[config.mk]
export PLATFORM = sky130hd
export DESIGN_NAME = nearest_reference_color_classifier_core
export DESIGN_NICKNAME = d
export VERILOG_FILES = /design/src/rtl/nrcc_pkg.sv /design/src/rtl/nrcc_front.sv /design/src/rtl/nrcc_queue.sv /design/src/rtl/nrcc_back.sv /design/src/rtl/nearest_reference_color_classifier_core.sv
export SDC_FILE = /design/constraint.sdc
export NUM_CORES = 2
export LEC_CHECK = 0
export ABC_CLOCK_PERIOD_IN_PS = 6300
export BUFFER_PORTS_ARGS = -buffer_cell sky130_fd_sc_hd__buf_4
export CORE_ASPECT_RATIO = 0.9
export CORE_MARGIN = 2
export CORE_UTILIZATION = 63
export CTS_CLUSTER_DIAMETER = 40
export DETAILED_ROUTE_END_ITERATION = 6
export GPL_ROUTABILITY_DRIVEN = 0
export GPL_TIMING_DRIVEN = 0
export PLACE_DENSITY = 0.8
export SYNTH_ARGS = -nofsm -noshare
export SYNTH_HDL_FRONTEND = slang
export SYNTH_SLANG_ARGS = --single-unit
[constraint.sdc]
create_clock -name clk -period 6.3 [get_ports clk]
set_input_delay 0.63 -clock clk [delete_from_list [all_inputs] [get_ports clk]]
set_output_delay 0.63 -clock clk [all_outputs]
set_load 0.01 [all_outputs]
[src/rtl/nrcc_pkg.sv]
`default_nettype none

package nrcc_pkg;

  // Field widths fixed by the item format
  localparam int COLOR_W     = 8;
  localparam int CLASS_W     = 4;
  localparam int DIST_W      = 18;
  localparam int SQUARE_W    = 2 * COLOR_W;
  localparam int INDEX_W     = 5;
  localparam int IN_USE_W    = 6;
  localparam int CFG_INDEX_W = 1;
  localparam int CFG_DATA_W  = DIST_W;
  localparam int ENTRY_W     = 3 * COLOR_W + CLASS_W;

  // Defaults and reset values
  localparam int TABLE_DEPTH_DEFAULT = 32;
  localparam logic [DIST_W-1:0]   THRESHOLD_RESET   = 18'd700;
  localparam logic [IN_USE_W-1:0] IN_USE_RESET      = 6'd24;
  localparam logic [DIST_W-1:0]   NO_MATCH_DISTANCE = '1;

  // Command queue between front and back
  localparam int QUEUE_DEPTH = 4;
  localparam int QUEUE_AW    = $clog2(QUEUE_DEPTH);

  // Opcodes of an input item
  localparam logic OP_LOAD     = 1'b0;
  localparam logic OP_CLASSIFY = 1'b1;

  // Configuration register indexes
  localparam logic [CFG_INDEX_W-1:0] REG_THRESHOLD = 1'b0;
  localparam logic [CFG_INDEX_W-1:0] REG_IN_USE    = 1'b1;

  typedef enum logic {
    CMD_LOAD,
    CMD_CLASSIFY
  } cmd_kind_t;

  // One decoded item: a table load or a sample to classify
  typedef struct packed {
    cmd_kind_t          kind;
    logic [INDEX_W-1:0] index;
    logic [COLOR_W-1:0] red;
    logic [COLOR_W-1:0] green;
    logic [COLOR_W-1:0] blue;
    logic [CLASS_W-1:0] tag;
  } cmd_t;

  // Queue status seen by the back end
  typedef struct packed {
    logic empty;
    cmd_t head;
  } queue_out_t;

  typedef enum logic [1:0] {
    ST_IDLE,
    ST_SCAN,
    ST_DRAIN,
    ST_FINISH
  } back_state_t;

endpackage

`default_nettype wire

[src/rtl/nrcc_front.sv]
`default_nettype none

module nrcc_front #(
  parameter int TABLE_DEPTH = nrcc_pkg::TABLE_DEPTH_DEFAULT
) (
  input  wire                                clk,
  input  wire                                rst,
  input  wire                                start,
  output logic                               busy,
  input  wire                                opcode,
  input  wire  [nrcc_pkg::INDEX_W-1:0]       entry_index,
  input  wire  [nrcc_pkg::COLOR_W-1:0]       ref_red,
  input  wire  [nrcc_pkg::COLOR_W-1:0]       ref_green,
  input  wire  [nrcc_pkg::COLOR_W-1:0]       ref_blue,
  input  wire  [nrcc_pkg::CLASS_W-1:0]       ref_class,
  input  wire  [nrcc_pkg::COLOR_W-1:0]       sample_red,
  input  wire  [nrcc_pkg::COLOR_W-1:0]       sample_green,
  input  wire  [nrcc_pkg::COLOR_W-1:0]       sample_blue,
  input  wire                                q_full,
  output logic                               push,
  output nrcc_pkg::cmd_t                     push_cmd
);

  logic           hold_valid;
  logic           hold_valid_next;
  nrcc_pkg::cmd_t hold;
  nrcc_pkg::cmd_t decoded;
  logic           accept;
  logic           keep;

  // Stall only when the holding stage is full and cannot drain
  assign busy   = hold_valid & q_full;
  assign accept = start & ~busy;
  assign push   = hold_valid & ~q_full;

  // Decode the item; drop loads that fall outside the table
  always_comb begin
    decoded = '0;
    if (opcode == nrcc_pkg::OP_LOAD) begin
      decoded.kind  = nrcc_pkg::CMD_LOAD;
      decoded.index = entry_index;
      decoded.red   = ref_red;
      decoded.green = ref_green;
      decoded.blue  = ref_blue;
      decoded.tag   = ref_class;
      keep          = (32'(entry_index) < TABLE_DEPTH);
    end else begin
      decoded.kind  = nrcc_pkg::CMD_CLASSIFY;
      decoded.red   = sample_red;
      decoded.green = sample_green;
      decoded.blue  = sample_blue;
      keep          = 1'b1;
    end
  end

  assign hold_valid_next = accept ? keep : (hold_valid & q_full);

  always_ff @(posedge clk) begin
    if (rst) begin
      hold_valid <= 1'b0;
    end else begin
      hold_valid <= hold_valid_next;
    end
  end

  // Capture a new item whenever one is accepted
  always_ff @(posedge clk) begin
    if (accept) begin
      hold <= decoded;
    end
  end

  assign push_cmd = hold;

endmodule

`default_nettype wire

[src/rtl/nrcc_queue.sv]
`default_nettype none

module nrcc_queue (
  input  wire                   clk,
  input  wire                   rst,
  input  wire                   push,
  input  nrcc_pkg::cmd_t        push_cmd,
  output logic                  full,
  input  wire                   pop,
  output nrcc_pkg::queue_out_t  q_out
);

  nrcc_pkg::cmd_t                slots [nrcc_pkg::QUEUE_DEPTH];
  logic [nrcc_pkg::QUEUE_AW-1:0] wr_ptr;
  logic [nrcc_pkg::QUEUE_AW-1:0] rd_ptr;
  logic [nrcc_pkg::QUEUE_AW:0]   count;
  logic                          do_push;
  logic                          do_pop;

  assign full    = (count == (nrcc_pkg::QUEUE_AW + 1)'(nrcc_pkg::QUEUE_DEPTH));
  assign do_push = push & ~full;
  assign do_pop  = pop & (count != '0);

  // Advance pointers and occupancy
  always_ff @(posedge clk) begin
    if (rst) begin
      wr_ptr <= '0;
      rd_ptr <= '0;
      count  <= '0;
    end else begin
      if (do_push) begin
        wr_ptr <= wr_ptr + 1'b1;
      end
      if (do_pop) begin
        rd_ptr <= rd_ptr + 1'b1;
      end
      if (do_push && !do_pop) begin
        count <= count + 1'b1;
      end else if (do_pop && !do_push) begin
        count <= count - 1'b1;
      end
    end
  end

  // Store the item at the tail
  always_ff @(posedge clk) begin
    if (do_push) begin
      slots[wr_ptr] <= push_cmd;
    end
  end

  assign q_out.empty = (count == '0);
  assign q_out.head  = slots[rd_ptr];

endmodule

`default_nettype wire

[src/rtl/nrcc_back.sv]
`default_nettype none

module nrcc_back #(
  parameter int TABLE_DEPTH = nrcc_pkg::TABLE_DEPTH_DEFAULT
) (
  input  wire                               clk,
  input  wire                               rst,
  input  nrcc_pkg::queue_out_t              q_out,
  output logic                              pop,
  input  wire  [nrcc_pkg::DIST_W-1:0]       distance_threshold,
  input  wire  [nrcc_pkg::IN_USE_W-1:0]     entries_in_use,
  output logic                              done,
  output logic                              matched,
  output logic [nrcc_pkg::CLASS_W-1:0]      match_class,
  output logic [nrcc_pkg::DIST_W-1:0]       best_distance
);

  localparam int AW = $clog2(TABLE_DEPTH);
  localparam int CW = $clog2(TABLE_DEPTH + 1);
  localparam int EW = (CW > nrcc_pkg::IN_USE_W) ? CW : nrcc_pkg::IN_USE_W;
  localparam int CL = nrcc_pkg::COLOR_W;
  localparam int TW = nrcc_pkg::CLASS_W;
  localparam int SW = nrcc_pkg::SQUARE_W;
  localparam int DW = nrcc_pkg::DIST_W;

  function automatic logic [CL-1:0] abs_diff(input logic [CL-1:0] a, input logic [CL-1:0] b);
    abs_diff = (a >= b) ? (a - b) : (b - a);
  endfunction

  nrcc_pkg::back_state_t state;
  nrcc_pkg::back_state_t state_next;

  logic [nrcc_pkg::ENTRY_W-1:0] ref_mem [TABLE_DEPTH];
  logic [nrcc_pkg::ENTRY_W-1:0] rd_q;

  logic [CW-1:0] idx;
  logic [CW-1:0] idx_next;
  logic [CW-1:0] lim;
  logic [CW-1:0] lim_now;
  logic [EW-1:0] in_use_ext;
  logic          mem_we;
  logic          issue;
  logic          issue_last;
  logic          start_scan;

  logic [CL-1:0] smp_r;
  logic [CL-1:0] smp_g;
  logic [CL-1:0] smp_b;

  logic          p0_valid;
  logic          p0_last;
  logic          p1_valid;
  logic          p1_last;
  logic [SW-1:0] sq_r;
  logic [SW-1:0] sq_g;
  logic [SW-1:0] sq_b;
  logic [TW-1:0] tag1;
  logic          p2_valid;
  logic          p2_last;
  logic [DW-1:0] dist2;
  logic [TW-1:0] tag2;

  logic          found;
  logic [DW-1:0] best;
  logic [TW-1:0] best_tag;
  logic [CL-1:0] d_r;
  logic [CL-1:0] d_g;
  logic [CL-1:0] d_b;

  // Clamp the searched count to the table depth
  assign in_use_ext = EW'(entries_in_use);
  assign lim_now    = (in_use_ext > EW'(TABLE_DEPTH)) ? CW'(TABLE_DEPTH) : CW'(in_use_ext);
  assign issue_last = (idx == lim - CW'(1));

  // Sequence loads and table walks
  always_comb begin
    state_next = state;
    idx_next   = idx;
    pop        = 1'b0;
    mem_we     = 1'b0;
    issue      = 1'b0;
    start_scan = 1'b0;
    case (state)
      nrcc_pkg::ST_IDLE: begin
        if (!q_out.empty) begin
          pop = 1'b1;
          if (q_out.head.kind == nrcc_pkg::CMD_LOAD) begin
            mem_we = 1'b1;
          end else begin
            start_scan = 1'b1;
            idx_next   = '0;
            state_next = (lim_now == '0) ? nrcc_pkg::ST_FINISH : nrcc_pkg::ST_SCAN;
          end
        end
      end
      nrcc_pkg::ST_SCAN: begin
        issue    = 1'b1;
        idx_next = idx + CW'(1);
        if (issue_last) begin
          state_next = nrcc_pkg::ST_DRAIN;
        end
      end
      nrcc_pkg::ST_DRAIN: begin
        if (p2_valid && p2_last) begin
          state_next = nrcc_pkg::ST_FINISH;
        end
      end
      nrcc_pkg::ST_FINISH: begin
        state_next = nrcc_pkg::ST_IDLE;
      end
      default: begin
        state_next = nrcc_pkg::ST_IDLE;
      end
    endcase
  end

  always_ff @(posedge clk) begin
    if (rst) begin
      state <= nrcc_pkg::ST_IDLE;
    end else begin
      state <= state_next;
    end
  end

  // Hold scan counter, limit and sample
  always_ff @(posedge clk) begin
    idx <= idx_next;
    if (start_scan) begin
      lim   <= lim_now;
      smp_r <= q_out.head.red;
      smp_g <= q_out.head.green;
      smp_b <= q_out.head.blue;
    end
  end

  // Reference table: one write port, one registered read port
  always_ff @(posedge clk) begin
    if (mem_we) begin
      ref_mem[AW'(q_out.head.index)] <= {q_out.head.red, q_out.head.green,
                                         q_out.head.blue, q_out.head.tag};
    end
    if (issue) begin
      rd_q <= ref_mem[idx[AW-1:0]];
    end
  end

  // Pipeline valid and last flags
  always_ff @(posedge clk) begin
    if (rst) begin
      p0_valid <= 1'b0;
      p0_last  <= 1'b0;
      p1_valid <= 1'b0;
      p1_last  <= 1'b0;
      p2_valid <= 1'b0;
      p2_last  <= 1'b0;
    end else begin
      p0_valid <= issue;
      p0_last  <= issue & issue_last;
      p1_valid <= p0_valid;
      p1_last  <= p0_last;
      p2_valid <= p1_valid;
      p2_last  <= p1_last;
    end
  end

  assign d_r = abs_diff(smp_r, rd_q[nrcc_pkg::ENTRY_W-1 -: CL]);
  assign d_g = abs_diff(smp_g, rd_q[TW + 2*CL-1 -: CL]);
  assign d_b = abs_diff(smp_b, rd_q[TW + CL-1 -: CL]);

  // Square each component difference, then sum
  always_ff @(posedge clk) begin
    sq_r  <= {{(SW-CL){1'b0}}, d_r} * {{(SW-CL){1'b0}}, d_r};
    sq_g  <= {{(SW-CL){1'b0}}, d_g} * {{(SW-CL){1'b0}}, d_g};
    sq_b  <= {{(SW-CL){1'b0}}, d_b} * {{(SW-CL){1'b0}}, d_b};
    tag1  <= rd_q[TW-1:0];
    dist2 <= DW'(sq_r) + DW'(sq_g) + DW'(sq_b);
    tag2  <= tag1;
  end

  // Keep the nearest entry within the threshold; lower index wins ties
  always_ff @(posedge clk) begin
    if (start_scan) begin
      found    <= 1'b0;
      best     <= nrcc_pkg::NO_MATCH_DISTANCE;
      best_tag <= '0;
    end else if (p2_valid && (dist2 <= distance_threshold) && (!found || (dist2 < best))) begin
      found    <= 1'b1;
      best     <= dist2;
      best_tag <= tag2;
    end
  end

  // Present the result for one cycle
  always_ff @(posedge clk) begin
    if (rst) begin
      done <= 1'b0;
    end else begin
      done <= (state == nrcc_pkg::ST_FINISH);
    end
  end

  always_ff @(posedge clk) begin
    if (state == nrcc_pkg::ST_FINISH) begin
      matched       <= found;
      match_class   <= found ? best_tag : '0;
      best_distance <= found ? best : nrcc_pkg::NO_MATCH_DISTANCE;
    end
  end

endmodule

`default_nettype wire

[src/rtl/nearest_reference_color_classifier_core.sv]
// Nearest reference color classifier.
// Input channel: an item is taken at a rising edge with start high and busy
// low. opcode selects a table load (entry_index, ref_red/green/blue,
// ref_class) or a classification of sample_red/green/blue. Loads with an
// index beyond the table are dropped and give no result.
// Result channel: done is high for one cycle with matched, match_class and
// best_distance; the receiver has no way to stall it. No match reports
// class 0 and distance all ones.
// Configuration: cfg_write with cfg_index and cfg_data sets the distance
// threshold (index 0) or the number of entries searched (index 1); write
// only while no item is in flight.
// Timing: a four-deep queue separates the input stage from the search
// engine. A classify walks N = min(entries in use, TABLE_DEPTH) entries at
// one table read per cycle through a registered read, a squaring stage and
// a sum stage (no walk and no match when N is 0); the engine pops the next
// queued item, load or classify, only once it is idle again. busy rises
// only while the queue is full.
// Reset: clears queue, engine and result strobe and restores the register
// defaults; table contents stay undefined until loaded.
`default_nettype none

module nearest_reference_color_classifier_core #(
  parameter int TABLE_DEPTH = nrcc_pkg::TABLE_DEPTH_DEFAULT
) (
  input  wire                                   clk,
  input  wire                                   rst,
  input  wire                                   start,
  output logic                                  busy,
  input  wire                                   opcode,
  input  wire  [nrcc_pkg::INDEX_W-1:0]          entry_index,
  input  wire  [nrcc_pkg::COLOR_W-1:0]          ref_red,
  input  wire  [nrcc_pkg::COLOR_W-1:0]          ref_green,
  input  wire  [nrcc_pkg::COLOR_W-1:0]          ref_blue,
  input  wire  [nrcc_pkg::CLASS_W-1:0]          ref_class,
  input  wire  [nrcc_pkg::COLOR_W-1:0]          sample_red,
  input  wire  [nrcc_pkg::COLOR_W-1:0]          sample_green,
  input  wire  [nrcc_pkg::COLOR_W-1:0]          sample_blue,
  input  wire                                   cfg_write,
  input  wire  [nrcc_pkg::CFG_INDEX_W-1:0]      cfg_index,
  input  wire  [nrcc_pkg::CFG_DATA_W-1:0]       cfg_data,
  output logic                                  done,
  output logic                                  matched,
  output logic [nrcc_pkg::CLASS_W-1:0]          match_class,
  output logic [nrcc_pkg::DIST_W-1:0]           best_distance
);

  logic [nrcc_pkg::DIST_W-1:0]   distance_threshold;
  logic [nrcc_pkg::IN_USE_W-1:0] entries_in_use;
  logic                          q_full;
  logic                          push;
  logic                          pop;
  nrcc_pkg::cmd_t                push_cmd;
  nrcc_pkg::queue_out_t          q_out;

  // Configuration registers; unknown indexes are ignored
  always_ff @(posedge clk) begin
    if (rst) begin
      distance_threshold <= nrcc_pkg::THRESHOLD_RESET;
      entries_in_use     <= nrcc_pkg::IN_USE_RESET;
    end else if (cfg_write) begin
      case (cfg_index)
        nrcc_pkg::REG_THRESHOLD: distance_threshold <= cfg_data;
        nrcc_pkg::REG_IN_USE:    entries_in_use <= nrcc_pkg::IN_USE_W'(cfg_data);
        default: begin
        end
      endcase
    end
  end

  nrcc_front #(
    .TABLE_DEPTH (TABLE_DEPTH)
  ) u_front (
    .clk          (clk),
    .rst          (rst),
    .start        (start),
    .busy         (busy),
    .opcode       (opcode),
    .entry_index  (entry_index),
    .ref_red      (ref_red),
    .ref_green    (ref_green),
    .ref_blue     (ref_blue),
    .ref_class    (ref_class),
    .sample_red   (sample_red),
    .sample_green (sample_green),
    .sample_blue  (sample_blue),
    .q_full       (q_full),
    .push         (push),
    .push_cmd     (push_cmd)
  );

  nrcc_queue u_queue (
    .clk      (clk),
    .rst      (rst),
    .push     (push),
    .push_cmd (push_cmd),
    .full     (q_full),
    .pop      (pop),
    .q_out    (q_out)
  );

  nrcc_back #(
    .TABLE_DEPTH (TABLE_DEPTH)
  ) u_back (
    .clk                (clk),
    .rst                (rst),
    .q_out              (q_out),
    .pop                (pop),
    .distance_threshold (distance_threshold),
    .entries_in_use     (entries_in_use),
    .done               (done),
    .matched            (matched),
    .match_class        (match_class),
    .best_distance      (best_distance)
  );

endmodule

`default_nettype wire

==> flow_metrics.py <==
metrics = {
    "status": {
        "outcome": "finished, final reports clean",
    },
    "clock_tree": {
        "ctsRootBufferMaster": "clkbuf_16",
        "cts_hold_buf": 0,
        "numCtsBuffers": 133,
        "clk_latency_ns": 0.75,
        "clkSlewWorstSetupHoldPaths_ns": 0.06,
        "cts_tree": "yes",
        "clockBufferDepth": 3,
        "h-tree-depth": 4,
        "clkSinkCount": 1290,
    },
    "setup_path": {
        "crit_top_cell": "fa_1",
        "worstPathMaxFanout": 8,
        "arrival_ns": 6.67,
        "critPathLaunchType": "flop",
        "rr_startpoint": "u_back.smp_r[0]",
        "crit_type": "reg2reg",
        "timing.rr.end": "u_back.sq_r[14]",
        "end_kind": "flop",
        "cpPeakStageDelay_ns": 0.55,
        "cpMaxStageDelayCell": "fa_1",
        "cp.depth": 25,
        "worstPathRequired_ns": 6.97,
        "cp_top_family": "adder cells",
        "r2r_cells": 25,
        "r2r_setup_slack_ns": 0.29,
        "path_buf_inv": 5,
    },
    "synth": {
        "synth_simple_gate_area_share_pct": 4.19,
        "synth-compound-area-share_pct": 3.60,
        "yosysSeqAreaShare_pct": 66.2,
        "synth-edff-count": 1153,
        "synthCells": 3235,
        "synth_top_area_share_pct": 61.4,
        "ys_ff_latch": 1290,
        "synth_xor_xnor_area_share_pct": 1.74,
        "ys_types": 86,
        "async_flop_share_pct": 0,
        "ys.flop_type": "edfxtp_1",
        "syn-cell-area_um2": 56400,
        "synth.area.top_cells": "edfxtp_1 61%, mux4_2 13%, dfxtp_1 4.9%",
        "synth_fa_ha_area_share_pct": 7.67,
        "yosysWarnings": 0,
        "syn_area_per_cell_um2": 17.4,
        "yosys.area.top_type": "edfxtp_1",
        "synth_top_family_by_area": "multiplexers",
        "synth_mux_area_share_pct": 14.0,
        "syn_nets": 3612,
    },
    "cells_and_area": {
        "fin_util_pct": 72.4,
        "area_growth_pct": 14.5,
        "layout.nets": 3898,
        "instances_no_fill": 4793,
        "drive_gt1_share_pct": 24.5,
        "finalInstanceArea_um2": 64600,
        "diodes": 0,
    },
    "min_path": {
        "hold_end": "u_front.push_cmd[33]",
        "hold_class": "in2reg",
        "holdPathStages": 1,
        "hp-start": "opcode",
    },
    "timing": {
        "fin_crit_sh_pct": 95.3,
        "finalMaxSlewViolations": 0,
        "timing.final.hold_violations": 0,
        "fin_skew_ns": 0.0446,
        "post-route-min-period_ns": 6.01,
        "worstMarginPinSlew_ns": 1.26,
        "setup_viol": 0,
        "max-slew-margin-rel_pct": 16.0,
        "max_freq_mhz": 167,
    },
    "die": {
        "die_area_um2": 91900,
        "rows": 104,
        "ioPinCount": 106,
        "start_util_pct": 63.3,
        "die_x_um": 319,
        "die_h_um": 288,
        "core_area_um2": 89100,
    },
    "global_routing": {
        "track_usage_pct": 31.6,
        "antenna_found_initial": 7,
        "first_global_vias": 32900,
        "grt_pass1_wl_um": 211000,
        "globalRouteOverflowTotal": 0,
        "grt_max_degree": 35,
    },
    "placed_design": {
        "dpl_cell_area_um2": 59700,
        "io_buffer_count": 103,
        "hpwl_um": 86700,
        "dp.cells": 4537,
    },
    "route": {
        "dr.pass1.iters": 6,
        "drt_iter0_drc": 3533,
        "wl_um": 142000,
        "avgViaCountPerCell": 6.58,
        "drtAntennaViolNets": 0,
        "drc": 0,
        "num_vias": 31600,
        "wl_per_cell_um": 29.6,
    },
    "job": {
        "drv_cap": 0,
    },
}
layout make-up:
type / count / area, um^2
Timing Repair Buffer: 150 / 1700
Tap cell: 1166 / 1460
Sequential cell: 1290 / 37400
Buffer: 121 / 538
Clock inverter: 81 / 995
Clock buffer: 160 / 3530
Fill cell: 4972 / 24600
Multi-Input combinational cell: 1579 / 18100
Inverter: 246 / 923
metal layers:
layer	part of all wire, %	global-route usage (%)	vias up
met5	0.046	0	-
met4	4.8	15.0	10
met3	9.3	7.14	497
met2	52	55.0	1969
met1	34	37.8	16000
li1	-	-	13100
how the worst max path moves through the flow:
stage	from	to	slack (ns)
2_1_floorplan	u_back.smp_b[0]	u_back.sq_b[14]	0.55
3_3_place_gp	u_back.smp_b[0]	u_back.sq_b[14]	0.07
3_5_place_dp	u_back.smp_r[0]	u_back.sq_r[14]	-0.05
4_1_cts	u_back.smp_r[0]	u_back.sq_r[14]	0.01
5_1_grt	u_back.smp_r[0]	u_back.sq_r[14]	-0.04
6_report	u_back.smp_r[0]	u_back.sq_r[14]	0.29
cells by family (layout without fill, tap and decap cells):
| family | Yosys count | in the layout |
|---|---|---|
| multiplexers | 386 | 386 |
| XOR/XNOR | 105 | 105 |
| AND/OR/NAND/NOR | 490 | 491 |
| adder cells (fa/ha/maj) | 296 | 296 |
| buffers and inverters | 367 | 758 |
| flip-flops | 1290 | 1290 |
| AO/OA/AOI/OAI | 301 | 301 |
layout by cell type (no fill, tap or decap), drive strengths merged, types with 83 or more instances in the layout:
master  count
dfxtp     137
buf       206
clkbuf    225
ha        213
edfxtp   1153
fa         83
mux4      314
nor2      187
inv       254
nand2      97
repair_timing:
| item | in CTS | in global routing |
|---|---|---|
| endpoints found under the hold margin | 0 | 0 |
| gates cloned | 0 | 1 |
| setup buffers | 1 | 12 |
| endpoints found under the setup margin | 3 | 11 |
| resized for setup | 7 | 48 |
| pin swaps | 1 | 10 |
flip-flops by register name (all words and copies together), names as in the netlist, 4 cells and up, named ones only:
register              count
u_back.best_tag           4
u_back.sq_b              15
u_back.smp_g              8
u_back.ref_mem          896
u_back.idx                6
u_back.tag1               4
u_back.match_class        4
u_back.smp_b              8
u_back.smp_r              8
u_back.best              18
distance_threshold       18
u_back.rd_q              28
u_back.tag2               4
u_back.lim                6
u_back.sq_g              15
u_queue.slots           136
u_back.dist2             18
u_front.push_cmd         34
u_back.best_distance     18
u_back.sq_r              15
entries_in_use            6
Yosys cell counts (32+ instances only):
library cell and instances:
mux4_2 314, buf_2 38, nor2_1 181, ha_1 213, dfxtp_1 137, nand2_1 97
a21oi_1 77, edfxtp_1 1153, xnor2_1 60, mux2_2 53, xor2_1 38, nor2b_1 35
fa_1 83, o21ai_0 43, inv_1 239, clkbuf_1 65, a21o_1 32
metrics by stage:
stage               setup slack, ns  setup TNS (ns)  hold slack, ns
floorplan                     0.551               0           0.310
global placement             0.0667               0           0.315
CTS                          0.0119               0          0.0357
global route                -0.0446         -0.0824          0.0540
detailed placement          -0.0459          -0.117           0.321
finish                        0.294               0          0.0797
worst reg2reg max path, stage by stage (launching register included):
cell and delay, ns:
edfxtp_1 0.39, inv_1 0.07, ha_1 0.18, inv_1 0.06, fa_1 0.42, nand3_2 0.12
a31oi_4 0.13, nor2_4 0.28, mux2i_2 0.32, xor2_2 0.09, buf_4 0.17, nor2_1 0.23
fa_1 0.50, fa_1 0.55, inv_1 0.05, fa_1 0.45, fa_1 0.49, inv_1 0.04
ha_1 0.31, o21a_1 0.20, nor2_1 0.13, nor2b_1 0.09, nand2_1 0.09, o21ai_2 0.09
or4_1 0.41, nand4_1 0.10
Power is left out: the tool's default activity adds up to more than one toggle a clock period on the data nets, which glitch-free logic cannot reach.
